File: src/rtl/ttvc_pkg.sv
// ttvc_pkg: types, codes and constant tables for the typed token value checker.
// Used by ttvc_step, typed_token_value_checker and ttvc_checker. No dependencies.
`timescale 1ns / 1ps

package ttvc_pkg;

  localparam int MAX_TOKEN_BYTES_DEF = 64;
  localparam int NUM_SPELL = 6;

  typedef enum logic [1:0] {
    KIND_SIGNED   = 2'd0,
    KIND_UNSIGNED = 2'd1,
    KIND_BOOL     = 2'd2,
    KIND_TEXT     = 2'd3
  } kind_t;

  typedef enum logic [2:0] {
    RSN_OK      = 3'd0,
    RSN_INVALID = 3'd1,
    RSN_NUL     = 3'd2,
    RSN_BELOW   = 3'd3,
    RSN_ABOVE   = 3'd4,
    RSN_SHORT   = 3'd5,
    RSN_LONG    = 3'd6
  } reason_t;

  typedef enum logic [2:0] {
    CFG_ARG_KIND  = 3'd0,
    CFG_MIN_VALUE = 3'd1,
    CFG_MAX_VALUE = 3'd2,
    CFG_MIN_LEN   = 3'd3,
    CFG_MAX_LEN   = 3'd4
  } cfg_idx_t;

  typedef struct packed {
    kind_t       kind;
    logic [32:0] min_value;
    logic [32:0] max_value;
    logic [6:0]  min_len;
    logic [6:0]  max_len;
  } cfg_t;

  typedef struct packed {
    logic [6:0]  pos;
    logic [31:0] acc;
    logic        neg;
    reason_t     pend_reason;
    logic [6:0]  pend_offset;
    logic [5:0]  spell;
    logic        overlong;
  } tok_state_t;

  typedef struct packed {
    reason_t     reason;
    logic [32:0] value;
    logic [6:0]  offset;
  } verdict_t;

  localparam logic [32:0] INT_POS_LIMIT = 33'h0_7FFF_FFFF;
  localparam logic [32:0] INT_NEG_LIMIT = 33'h0_8000_0000;
  localparam logic [32:0] UINT_LIMIT    = 33'h0_FFFF_FFFF;

  localparam logic [32:0] MIN_VALUE_RST = 33'h1_8000_0000;
  localparam logic [32:0] MAX_VALUE_RST = 33'h0_FFFF_FFFF;
  localparam logic [6:0]  MIN_LEN_RST   = 7'd0;
  localparam logic [6:0]  MAX_LEN_RST   = 7'd64;

  // on, true, 1 (value 1), then off, false, 0 (value 0)
  localparam logic [7:0] SPELL_CHAR [NUM_SPELL][8] = '{
    '{"o", "n", 8'h0, 8'h0, 8'h0, 8'h0, 8'h0, 8'h0},
    '{"t", "r", "u",  "e",  8'h0, 8'h0, 8'h0, 8'h0},
    '{"1", 8'h0, 8'h0, 8'h0, 8'h0, 8'h0, 8'h0, 8'h0},
    '{"o", "f", "f",  8'h0, 8'h0, 8'h0, 8'h0, 8'h0},
    '{"f", "a", "l",  "s",  "e",  8'h0, 8'h0, 8'h0},
    '{"0", 8'h0, 8'h0, 8'h0, 8'h0, 8'h0, 8'h0, 8'h0}
  };
  localparam logic [2:0] SPELL_LEN [NUM_SPELL] = '{3'd2, 3'd4, 3'd1, 3'd3, 3'd5, 3'd1};

  localparam tok_state_t TOKEN_CLEAR = '{
    pos:         7'd0,
    acc:         32'd0,
    neg:         1'b0,
    pend_reason: RSN_OK,
    pend_offset: 7'd0,
    spell:       6'h3F,
    overlong:    1'b0
  };

endpackage

File: src/rtl/ttvc_step.sv
// ttvc_step: per-byte token update and end-of-token verdict, purely combinational.
// Depends on ttvc_pkg.
`timescale 1ns / 1ps

module ttvc_step import ttvc_pkg::*; #(
  parameter int MAX_TOKEN_BYTES = MAX_TOKEN_BYTES_DEF
) (
  input  cfg_t       cfg,
  input  tok_state_t st,
  input  logic [7:0] token_byte,
  input  logic       last_byte,
  input  logic       empty_token,
  output tok_state_t st_post,
  output logic       produce,
  output verdict_t   verdict
);

  localparam int         POS_CAP_I = (MAX_TOKEN_BYTES < 127) ? MAX_TOKEN_BYTES : 127;
  localparam logic [6:0] POS_CAP   = 7'(POS_CAP_I);

  logic [7:0]  lw;
  logic        is_digit;
  logic [35:0] dig_sum;
  logic        take_digit;
  logic [32:0] limit;
  reason_t     over_rsn;
  logic [6:0]  idx;
  logic [6:0]  count;
  logic [32:0] sval;

  assign idx      = st.pos;
  assign lw       = (token_byte >= "A" && token_byte <= "Z") ? (token_byte | 8'h20) : token_byte;
  assign is_digit = (token_byte >= "0") && (token_byte <= "9");
  // acc * 10 + digit as two shifted copies
  assign dig_sum  = {1'b0, st.acc, 3'b000} + {3'b000, st.acc, 1'b0}
                  + {32'd0, token_byte[3:0] - 4'd0};
  assign produce  = empty_token | last_byte;

  always_comb begin
    st_post    = st;
    take_digit = 1'b0;
    limit      = UINT_LIMIT;
    over_rsn   = RSN_ABOVE;
    if (!empty_token) begin
      if (st.pos >= POS_CAP) begin
        st_post.overlong = 1'b1;
      end else begin
        st_post.pos = st.pos + 7'd1;
      end
      for (int s = 0; s < NUM_SPELL; s++) begin
        if (idx >= {4'd0, SPELL_LEN[s]} || lw != SPELL_CHAR[s][idx[2:0]]) begin
          st_post.spell[s] = 1'b0;
        end
      end
      if (st.pend_reason == RSN_OK) begin
        unique case (cfg.kind)
          KIND_SIGNED: begin
            limit    = st.neg ? INT_NEG_LIMIT : INT_POS_LIMIT;
            over_rsn = st.neg ? RSN_BELOW : RSN_ABOVE;
            if (idx == 7'd0 && token_byte == "+") begin
              st_post.pend_reason = RSN_INVALID;
              st_post.pend_offset = 7'd0;
            end else if (idx == 7'd0 && token_byte == "-") begin
              st_post.neg = 1'b1;
            end else begin
              take_digit = 1'b1;
            end
          end
          KIND_UNSIGNED: begin
            take_digit = 1'b1;
          end
          default: begin
            if (token_byte == 8'h00) begin
              st_post.pend_reason = RSN_NUL;
              st_post.pend_offset = idx;
            end
          end
        endcase
        if (take_digit) begin
          priority if (token_byte == 8'h00) begin
            st_post.pend_reason = RSN_NUL;
            st_post.pend_offset = idx;
          end else if (!is_digit) begin
            st_post.pend_reason = RSN_INVALID;
            st_post.pend_offset = idx;
          end else if (dig_sum > {3'b000, limit}) begin
            st_post.pend_reason = over_rsn;
            st_post.pend_offset = idx;
          end else begin
            st_post.acc = dig_sum[31:0];
          end
        end
      end
    end
  end

  assign count = st_post.pos;
  assign sval  = st_post.neg ? (33'd0 - {1'b0, st_post.acc}) : {1'b0, st_post.acc};

  always_comb begin
    verdict.reason = RSN_OK;
    verdict.value  = 33'd0;
    verdict.offset = 7'd0;
    if (st_post.pend_reason != RSN_OK) begin
      verdict.reason = st_post.pend_reason;
      verdict.offset = st_post.pend_offset;
      if (cfg.kind == KIND_TEXT) begin
        verdict.value = {26'd0, count};
      end
    end else begin
      unique case (cfg.kind)
        KIND_SIGNED, KIND_UNSIGNED: begin
          if (count == 7'd0 || (cfg.kind == KIND_SIGNED && st_post.neg && count == 7'd1)) begin
            verdict.reason = RSN_INVALID;
          end else begin
            verdict.value = (cfg.kind == KIND_SIGNED) ? sval : {1'b0, st_post.acc};
            if ($signed(verdict.value) < $signed(cfg.min_value)) begin
              verdict.reason = RSN_BELOW;
            end else if ($signed(verdict.value) > $signed(cfg.max_value)) begin
              verdict.reason = RSN_ABOVE;
            end
          end
        end
        KIND_BOOL: begin
          verdict.reason = RSN_INVALID;
          // scan downward so the first spelling in table order wins
          for (int s = NUM_SPELL - 1; s >= 0; s--) begin
            if (st_post.spell[s] && count == {4'd0, SPELL_LEN[s]}) begin
              verdict.reason = RSN_OK;
              verdict.value  = (s < 3) ? 33'd1 : 33'd0;
            end
          end
        end
        default: begin
          verdict.value = {26'd0, count};
          if (!st_post.overlong && count < cfg.min_len) begin
            verdict.reason = RSN_SHORT;
          end else if (st_post.overlong || count > cfg.max_len) begin
            verdict.reason = RSN_LONG;
          end
        end
      endcase
      if (verdict.reason != RSN_OK && cfg.kind != KIND_TEXT) begin
        verdict.value = 33'd0;
      end
    end
  end

endmodule

File: config.mk
export PLATFORM = sky130hd
export DESIGN_NAME = ttvc_step
export DESIGN_NICKNAME = d
export VERILOG_FILES = /design/src/rtl/ttvc_pkg.sv /design/src/rtl/ttvc_step.sv
export SDC_FILE = /design/constraint.sdc
export NUM_CORES = 1
export LEC_CHECK = 0
export BUFFER_PORTS_ARGS = -buffer_cell sky130_fd_sc_hd__buf_2
export CAP_MARGIN = 10
export CORE_ASPECT_RATIO = 1.25
export CORE_MARGIN = 1
export CORE_UTILIZATION = 50
export DETAILED_ROUTE_END_ITERATION = 8
export PLACE_DENSITY = 0.76
export SLEW_MARGIN = 20
export SYNTH_ARGS = -nofsm -noshare
export SYNTH_HDL_FRONTEND = slang
export SYNTH_SLANG_ARGS = --single-unit
File: constraint.sdc
create_clock -name vclk -period 9.8
set_clock_uncertainty 0.15 [all_clocks]
set_input_delay 0 -clock vclk [all_inputs]
set_output_delay 0 -clock vclk [all_outputs]
set_load 0.05 [all_outputs]
==> reports/metrics.csv, run 1 <==
stage;metric;value;unit
yosys;post-synth-top-count-cell;ha_1;
sta;whs;250;ps
sta;maxSlewViolCount;0;
yosys;seq_area_frac_synth;0;
die;die_h;150;um
sta;relSlewSlack;0.319;
route;vias_per_cell;6.36;
placed_design;dpl.hpwl;30600;um
clock_network;cts_hold_buf;0;
layout;seq_area;0;um^2
die;die_w;121;um
route;drt_first_pass_iters;5;
yosys;synth_fp_nets;1584;
sta;tightest_slew;1020;ps
grt;track_usage;0.378;
setup_path;worstSetupPathType;input port to output port;
setup_path;critPathLaunchType;input port;
sta;finalHoldViolations;0;
grt;grt_max_degree;39;
layout;num-fill-cells;1661;
yosys;yosysTopAreaCell;ha_1;
sta;fin_crit;9480;ps
setup_path;worstPathRequired;9650;ps
placed_design;portBuffers;250;
sta;fin_tns_setup;0;ps
power;ir_drop;44.2;uV
yosys;synth_area_leaders;ha_1 (26%), inv_1 (5.8%), a21oi_1 (5.1%), nand2_1 (4.0%), mux2i_1 (3.7%);
grt;grt_pass1_vias;10300;
die;rows;53;
yosys;netlist_instances;1251;
yosys;synth_cell_types;94;
sta;setup_viol;0;
layout;fin_util;0.626;
layout;design_area;10700;um^2
grt;globalRouteOverflowTotal;0;
die;core;17000;um^2
hold_path;hold_path_class;input port to output port;
route;drt_iter0_markers;998;
layout;seq_cell_count;0;
power;power.density;71.7;nW/um^2
die;io_pins;250;
die;initial_core_util;0.517;
layout;instances_no_fill;1724;
route;routed_wl;36100;um
setup_path;cp-end-kind;output port;
setup_path;crit_slowest_cell;fa_1;
yosys;netlist_area;8810;um^2
sta;setup_ws;317;ps
power;power;0.765;mW
route;drc;0;
yosys;syn_area_per_cell;7.05;um^2
run;timing.max_cap.violations;0;
setup_path;crit_fanout;6;
status;status;complete, no violations;
yosys;yosys_warnings;0;
layout;n_antenna_cell;0;
setup_path;arrival;9330;ps
layout;clock_buffers;0;
placed_design;finalWeightedCongestion;1.04;
grt;antenna_found_initial;1;
sta;fmax;105;MHz
placed_design;place_area;10500;um^2
placed_design;place_ws;-69.5;ps
layout;drive_above_1_share;0.250;
sta;finalCritPeriodShare;0.968;
route;drtAntennaViolNets;0;
route;routedWlPerCell;21.0;um
yosys;yosys-top-cells-count;ha_1 (182), inv_1 (136), nand2_1 (94), a21oi_1 (89), nor2_1 (88);
die;die_area;18200;um^2
setup_path;max_stage_delay;520;ps
power;leakage;5.47;nW
grt;grt_pass1_wl;54000;um
yosys;yosysTopAreaCellShare;0.258;
layout;fin_nets;1839;
placed_design;placed_cells;1719;
route;vias;11000;
hold_path;whs_path_depth;3;
layout;syn2layout_area_growth;21.1;%
[cells by family (layout without fill, tap and decap cells)]
| kind of cell | Yosys count | count (layout) | synth area share |
|---|---|---|---|
| fa+ha+maj | 184 | 184 | 0.263 |
| buf+inv | 181 | 434 | 0.0816 |
| mux | 50 | 50 | 0.0601 |
| xor+xnor | 55 | 55 | 0.0555 |
| simple gates | 454 | 454 | 0.281 |
| compound gates | 327 | 327 | 0.259 |
[critical path: cells and delay by family]
kind                       cells  cell delay [ps]
buffers and inverters          4              870
AOI/OAI and AO/OA             15             3340
and+or+nand+nor               12             2560
muxes                          2              510
adders and majority gates      5             1810
xor gates and xnor gates       1              210
[placed cells by master, fill, tap and decap left out, types with 21 or more instances in the layout]
cell	instances
o21ai_0	54
buf_4	50
a21o_1	35
ha_1	182
and2_1	22
nor3_1	28
a21oi_1	87
mux2i_1	32
nand2_1	94
or3_1	23
nand3_1	36
nand4_1	29
xnor2_1	30
inv_1	136
buf_2	247
xor2_1	21
nor2_1	86
and4_1	27
[layout make-up]
cell class,instances,area (um^2),area share
timing repair buffer,298,1630,0.153
multi-input combinational,1070,8250,0.773
inverter,136,510,0.0478
tap,220,275,0.0258
[worst paths after layout]
check                         end  slack [ps]       from
worst max-delay path  verdict[35]         320     st[20]
worst min-delay path      produce         250  last_byte
[what timing repair did]
item                       in CTS  in global routing
pin swaps                       0                  8
gates resized for setup         2                 32
setup endpoints to repair       6                 36
buffers inserted                0                  5
[layer usage]
layer  GRT usage  routed length (um)  up-vias
met3      0.0318                2690      127
li1            -                   -     5169
met2       0.691               17600      552
met1       0.433               13700     5114
met4       0.207                2180        0
met5           0                   0        -
[power breakdown]
group	switching, mW	internal, mW
sequential	0	0
combinational	0.497	0.267
clock	0	0
Note: power is estimated with default switching activity, not from simulation.
==> run 2: changes to the inputs <==
--- a/config.mk
+++ b/config.mk
@@ -12,6 +12,8 @@
 export CORE_UTILIZATION = 50
 export DETAILED_ROUTE_END_ITERATION = 8
 export PLACE_DENSITY = 0.76
+export REMOVE_ABC_BUFFERS = 1
+export SETUP_SLACK_MARGIN = 0.05
 export SLEW_MARGIN = 20
 export SYNTH_ARGS = -nofsm -noshare
 export SYNTH_HDL_FRONTEND = slang
==> run 2 against run 1 <==
- via count shrank 0.92%
- highest routed layer unchanged
- global-route usage shrank 2.6 points
- sequential share of layout area is the same
- design area shrank 0.56%
- critical path type unchanged
- non-clock buffer count shrank 3
==> reports/metrics.csv, run 2 (synthesized netlist as in run 1, its figures left out) <==
stage;metric;value;unit;change
hold_path;whs_path_depth;3;;unchanged
setup_path;crit_slowest_cell;fa_2;;
sta;fin_crit;9450;ps;-36.4 ps
clock_network;cts_hold_buf;0;;unchanged
setup_path;worstPathRequired;9650;ps;about the same
sta;setup_ws;353;ps;+36.4 ps
grt;grt_pass1_wl;51600;um;-4.6%
grt;antenna_found_initial;1;;unchanged
placed_design;placed_cells;1715;;-0.23%
route;drt_first_pass_iters;6;;+1
setup_path;critPathLaunchType;input port;;
die;die_area;18200;um^2;unchanged
route;drc;0;;unchanged
power;leakage;5.43;nW;-0.70%
route;routed_wl;33400;um;-7.4%
layout;clock_buffers;0;;unchanged
sta;whs;250;ps;+0.507 ps
layout;design_area;10600;um^2;-0.56%
layout;final_common_cell;buf_2;;
layout;seq_area;0;um^2;unchanged
hold_path;worstHoldStart;last_byte;;
route;drtAntennaViolNets;0;;unchanged
layout;fin_nets;1836;;-0.16%
setup_path;worstSetupPathType;input port to output port;;
die;die_h;150;um;unchanged
grt;grt_max_degree;39;;unchanged
route;routedWlPerCell;19.4;um;-7.3%
placed_design;portBuffers;250;;unchanged
grt;track_usage;0.352;;-0.0261
setup_path;max_stage_delay;610;ps;+90 ps
route;drt_iter0_markers;742;;-26%
layout;drive_above_1_share;0.245;;-0.00483
sta;finalHoldViolations;0;;unchanged
sta;maxSlewViolCount;0;;unchanged
layout;num-fill-cells;1680;;+1.1%
layout;instances_no_fill;1722;;-0.12%
layout;multi_input_area;8210;um^2;-0.56%
sta;fmax;106;MHz;+0.39%
sta;finalCritPeriodShare;0.964;;-0.00372
hold_path;hold_path_class;input port to output port;;
status;status;complete, no violations;;
placed_design;place_ws;93.2;ps;+163 ps
setup_path;cp-end-kind;output port;;
layout;seq_cell_count;0;;unchanged
die;io_pins;250;;unchanged
die;core;17000;um^2;unchanged
grt;grt_pass1_vias;10300;;-0.30%
die;rows;53;;unchanged
power;power.density;70.1;nW/um^2;-2.2%
route;vias_per_cell;6.31;;-0.81%
sta;tightest_slew;1050;ps;+26.6 ps
sta;relSlewSlack;0.302;;-0.0177
sta;rsz0062_at_grt;yes;;
layout;syn2layout_area_growth;20.4;%;
hold_path;min_to;produce;;
sta;setup_viol;0;;unchanged
placed_design;finalWeightedCongestion;0.964;;-7.0%
die;initial_core_util;0.517;;unchanged
route;vias;10900;;-0.92%
sta;fin_tns_setup;0;ps;unchanged
power;ir_drop;45.9;uV;+3.9%
placed_design;place_area;10400;um^2;-0.43%
layout;final_cell_mix;buf_2 (241), ha_1 (182), inv_1 (136);;
placed_design;dpl.hpwl;28400;um;-7.2%
run;timing.max_cap.violations;0;;unchanged
die;die_w;121;um;unchanged
grt;globalRouteOverflowTotal;0;;unchanged
setup_path;crit_fanout;24;;+18
setup_path;arrival;9300;ps;-30 ps
[run 2: critical path: cells and delay by family]
kind            cells  cell delay (ps)
simple gates       16             3270
compound gates     11             2640
fa+ha+maj           5             1710
buf+inv             5              930
mux                 2              510
xor+xnor            1              200
[run 2: how the worst max path moves through the flow]
| stage | start | end | slack (ps) | cells after the start |
|---|---|---|---|---|
| global placement | st[20] | verdict[41] | 290 | 39 |
| floorplan | st[18] | verdict[26] | -70 | 38 |
| finish | st[18] | verdict[8] | 350 | 40 |
| CTS | st[20] | verdict[8] | 50 | 40 |
| global route | st[18] | verdict[8] | -20 | 44 |
| detailed placement | st[20] | verdict[41] | 90 | 39 |
[run 2: report_power, final]
group	internal, mW	leakage (nW)	switching [mW]
sequential	0	0	0
combinational	0.265	5.43	0.479
clock	0.0000000136	0.00000634	0
total	0.265	5.43	0.479
[run 2: area by class of cell]
type / instances / share of cell area
inverters: 136 / 0.0481
well taps: 220 / 0.0259
diodes: 1 / 0.000236
repair buffers: 295 / 0.152
multi-input cells: 1070 / 0.773
[run 2: per-layer routing]
metal	vias up	part of all wire	GRT usage
met1	5017	0.39	0.398
met5	-	0	0
met3	137	0.066	0.0360
met2	544	0.49	0.647
met4	0	0.059	0.188
li1	5163	-	-
[run 2: stage by stage]
step                 util  total power [mW]
global route        0.623             0.813
detailed placement  0.612             0.711
finish              0.623             0.744
CTS                 0.612             0.715
floorplan               -             0.483
global placement    0.612             0.700
[run 2: repair_timing]
| item | CTS | global route |
|---|---|---|
| endpoints found under the setup margin | 1 | 36 |
| gates resized for setup | 1 | 34 |
| setup buffers | 0 | 6 |
| pin swaps | 0 | 5 |
==> run 3: changes to the inputs <==
--- a/config.mk
+++ b/config.mk
@@ -5,6 +5,7 @@
 export SDC_FILE = /design/constraint.sdc
 export NUM_CORES = 1
 export LEC_CHECK = 0
+export ABC_AREA = 1
 export BUFFER_PORTS_ARGS = -buffer_cell sky130_fd_sc_hd__buf_2
 export CAP_MARGIN = 10
 export CORE_ASPECT_RATIO = 1.25
==> run 3 against run 2 <==
- worst hold slack better by 3.0 ps
- total power shrank 11%
- largest power group unchanged
- worst setup slack improved by 670 ps
- synthesized area shrank 1.7%
==> reports/metrics.csv, run 3 <==
stage;metric;value;unit;change
yosys;syn_area_per_cell;5.56;um^2;-21%
layout;final_cell_mix;nand2_1 (429), inv_1 (297), buf_2 (250);;
yosys;seq_area_frac_synth;0;;unchanged
route;vias;10900;;+0.24%
yosys;synth_area_leaders;ha_1 (26%), nand2_1 (19%), inv_1 (13%), nor2_1 (6.9%), a21oi_1 (5.4%);;
grt;grt_pass1_wl;49200;um;-4.5%
yosys;yosysTopAreaCell;ha_1;;
sta;rsz0062_at_grt;no;;
layout;seq_area;0;um^2;unchanged
die;core;16900;um^2;-0.78%
die;die_h;149;um;-0.83%
placed_design;place_ws;1210;ps;+1120 ps
placed_design;finalWeightedCongestion;0.991;;+2.8%
setup_path;max_stage_delay;530;ps;-80 ps
setup_path;critPathLaunchType;input port;;
layout;final_common_cell;nand2_1;;
sta;tightest_slew;652;ps;-394 ps
layout;fin_nets;2130;;+16%
die;rows;53;;unchanged
layout;clock_buffers;0;;unchanged
layout;drive_above_1_share;0.183;;-0.0624
clock_network;postCtsSetupBuffers;0;;unchanged
layout;seq_cell_count;0;;unchanged
power;leakage;6.32;nW;+16%
setup_path;crit_fanout;35;;+46%
yosys;post-synth-top-count-cell;nand2_1;;
setup_path;cpMostUsedCell;nand2_1;;
sta;maxSlewViolCount;0;;unchanged
yosys;netlist_instances;1557;;+24%
run;timing.max_cap.violations;0;;unchanged
placed_design;portBuffers;250;;unchanged
die;initial_core_util;0.512;;-0.00475
route;routed_wl;31900;um;-4.5%
sta;setup_ws;1020;ps;+666 ps
yosys;yosys_warnings;0;;unchanged
grt;grt_pass1_vias;9904;;-4.0%
route;drc;0;;unchanged
sta;finalCritPeriodShare;0.896;;-0.0680
power;ir_drop;39.0;uV;-15%
yosys;yosysTopAreaCellShare;0.263;;+0.00444
yosys;synth_cell_types;55;;-41%
placed_design;place_area;10100;um^2;-2.9%
setup_path;crit_buf_inv;5;;unchanged
sta;finalHoldViolations;0;;unchanged
route;vias_per_cell;5.40;;-14%
clock_network;cts_hold_buf;0;;unchanged
power;power;0.659;mW;-11%
setup_path;arrival;8630;ps;-670 ps
setup_path;worstSetupPathType;input port to output port;;
status;status;complete, no violations;;
grt;globalRouteOverflowTotal;0;;unchanged
layout;syn2layout_area_growth;16.9;%;
grt;met1_usage;0.391;;-0.00719
placed_design;dpl.hpwl;28100;um;-0.81%
sta;fmax;114;MHz;+7.6%
setup_path;path_delay_family;simple AND/OR/NAND/NOR gates;;
route;drtAntennaViolNets;0;;unchanged
clock_network;cts.repair.resized;0;;-1
grt;met3_usage;0.0256;;-0.0104
sta;fin_crit;8780;ps;-666 ps
die;io_pins;250;;unchanged
yosys;netlist_area;8660;um^2;-1.7%
grt;antenna_found_initial;0;;-1
sta;relSlewSlack;0.562;;+0.261
sta;setup_viol;0;;unchanged
grt;top_usage_layer;met2;;
die;die_w;120;um;-0.84%
route;routedWlPerCell;15.8;um;-18%
setup_path;crit_slowest_cell;fa_1;;
layout;num-fill-cells;1812;;+7.9%
layout;n_antenna_cell;0;;-1
setup_path;worstPathRequired;9650;ps;about the same
grt;met2_usage;0.644;;-0.00291
route;drt_iter0_markers;830;;+12%
sta;whs;254;ps;+3.01 ps
route;drt_first_pass_iters;7;;+1
setup_path;cp-end-kind;output port;;
die;die_area;17900;um^2;-1.7%
layout;design_area;10100;um^2;-4.5%
power;power.density;65.1;nW/um^2;-7.2%
yosys;yosys-top-cells-count;nand2_1 (429), inv_1 (297), ha_1 (182), nor2_1 (160), a21oi_1 (94);;
grt;track_usage;0.344;;-0.00801
sta;fin_tns_setup;0;ps;unchanged
grt;grt_max_degree;36;;-7.7%
hold_path;hold_path_class;input port to output port;;
run 3: path summary, 6_finish.rpt:
kind | from | end | slack, ps | cells after the start
worst max-delay path | st[18] | verdict[31] | 1020 | 53
worst min-delay path | last_byte | produce | 250 | 3
run 3: per-layer routing:
metal | wire [um] | vias up
met5 | 0 | -
met4 | 1690 | 0
met3 | 1970 | 99
met2 | 15800 | 462
met1 | 12500 | 4806
li1 | - | 5520
run 3: cells by family after synthesis:
family	after synthesis	share of synthesized area
AND/OR/NAND/NOR	767	0.379
buffers and inverters	330	0.148
AO/OA/AOI/OAI	226	0.155
adder cells (fa/ha/maj)	184	0.267
XOR/XNOR	50	0.0514
run 3: tightest hold or removal path: cells and delay by family:
family,cells,cell delay [ps]
buf+inv,2,320
simple gates,1,80
run 3: final cells by class:
type                            count  area [um^2]  share of cell area
Inverter                          314         1180               0.116
Multi-Input combinational cell   1227         7390               0.730
Timing Repair Buffer              254         1280               0.126
Tap cell                          220          275              0.0272
run 3: through the flow:
step	utilization	cells
5_1_grt	0.599	2015
4_1_cts	0.599	2015
6_report	0.599	2015
3_5_place_dp	0.599	2015
2_1_floorplan	-	1541
3_3_place_gp	0.599	2015
run 3: where the power goes:
part | leakage (nW) | switching [mW] | internal, mW
Sequential | 0 | 0 | 0
Combinational | 6.32 | 0.444 | 0.215
Clock | 0 | 0 | 0
Total | 6.32 | 0.444 | 0.215
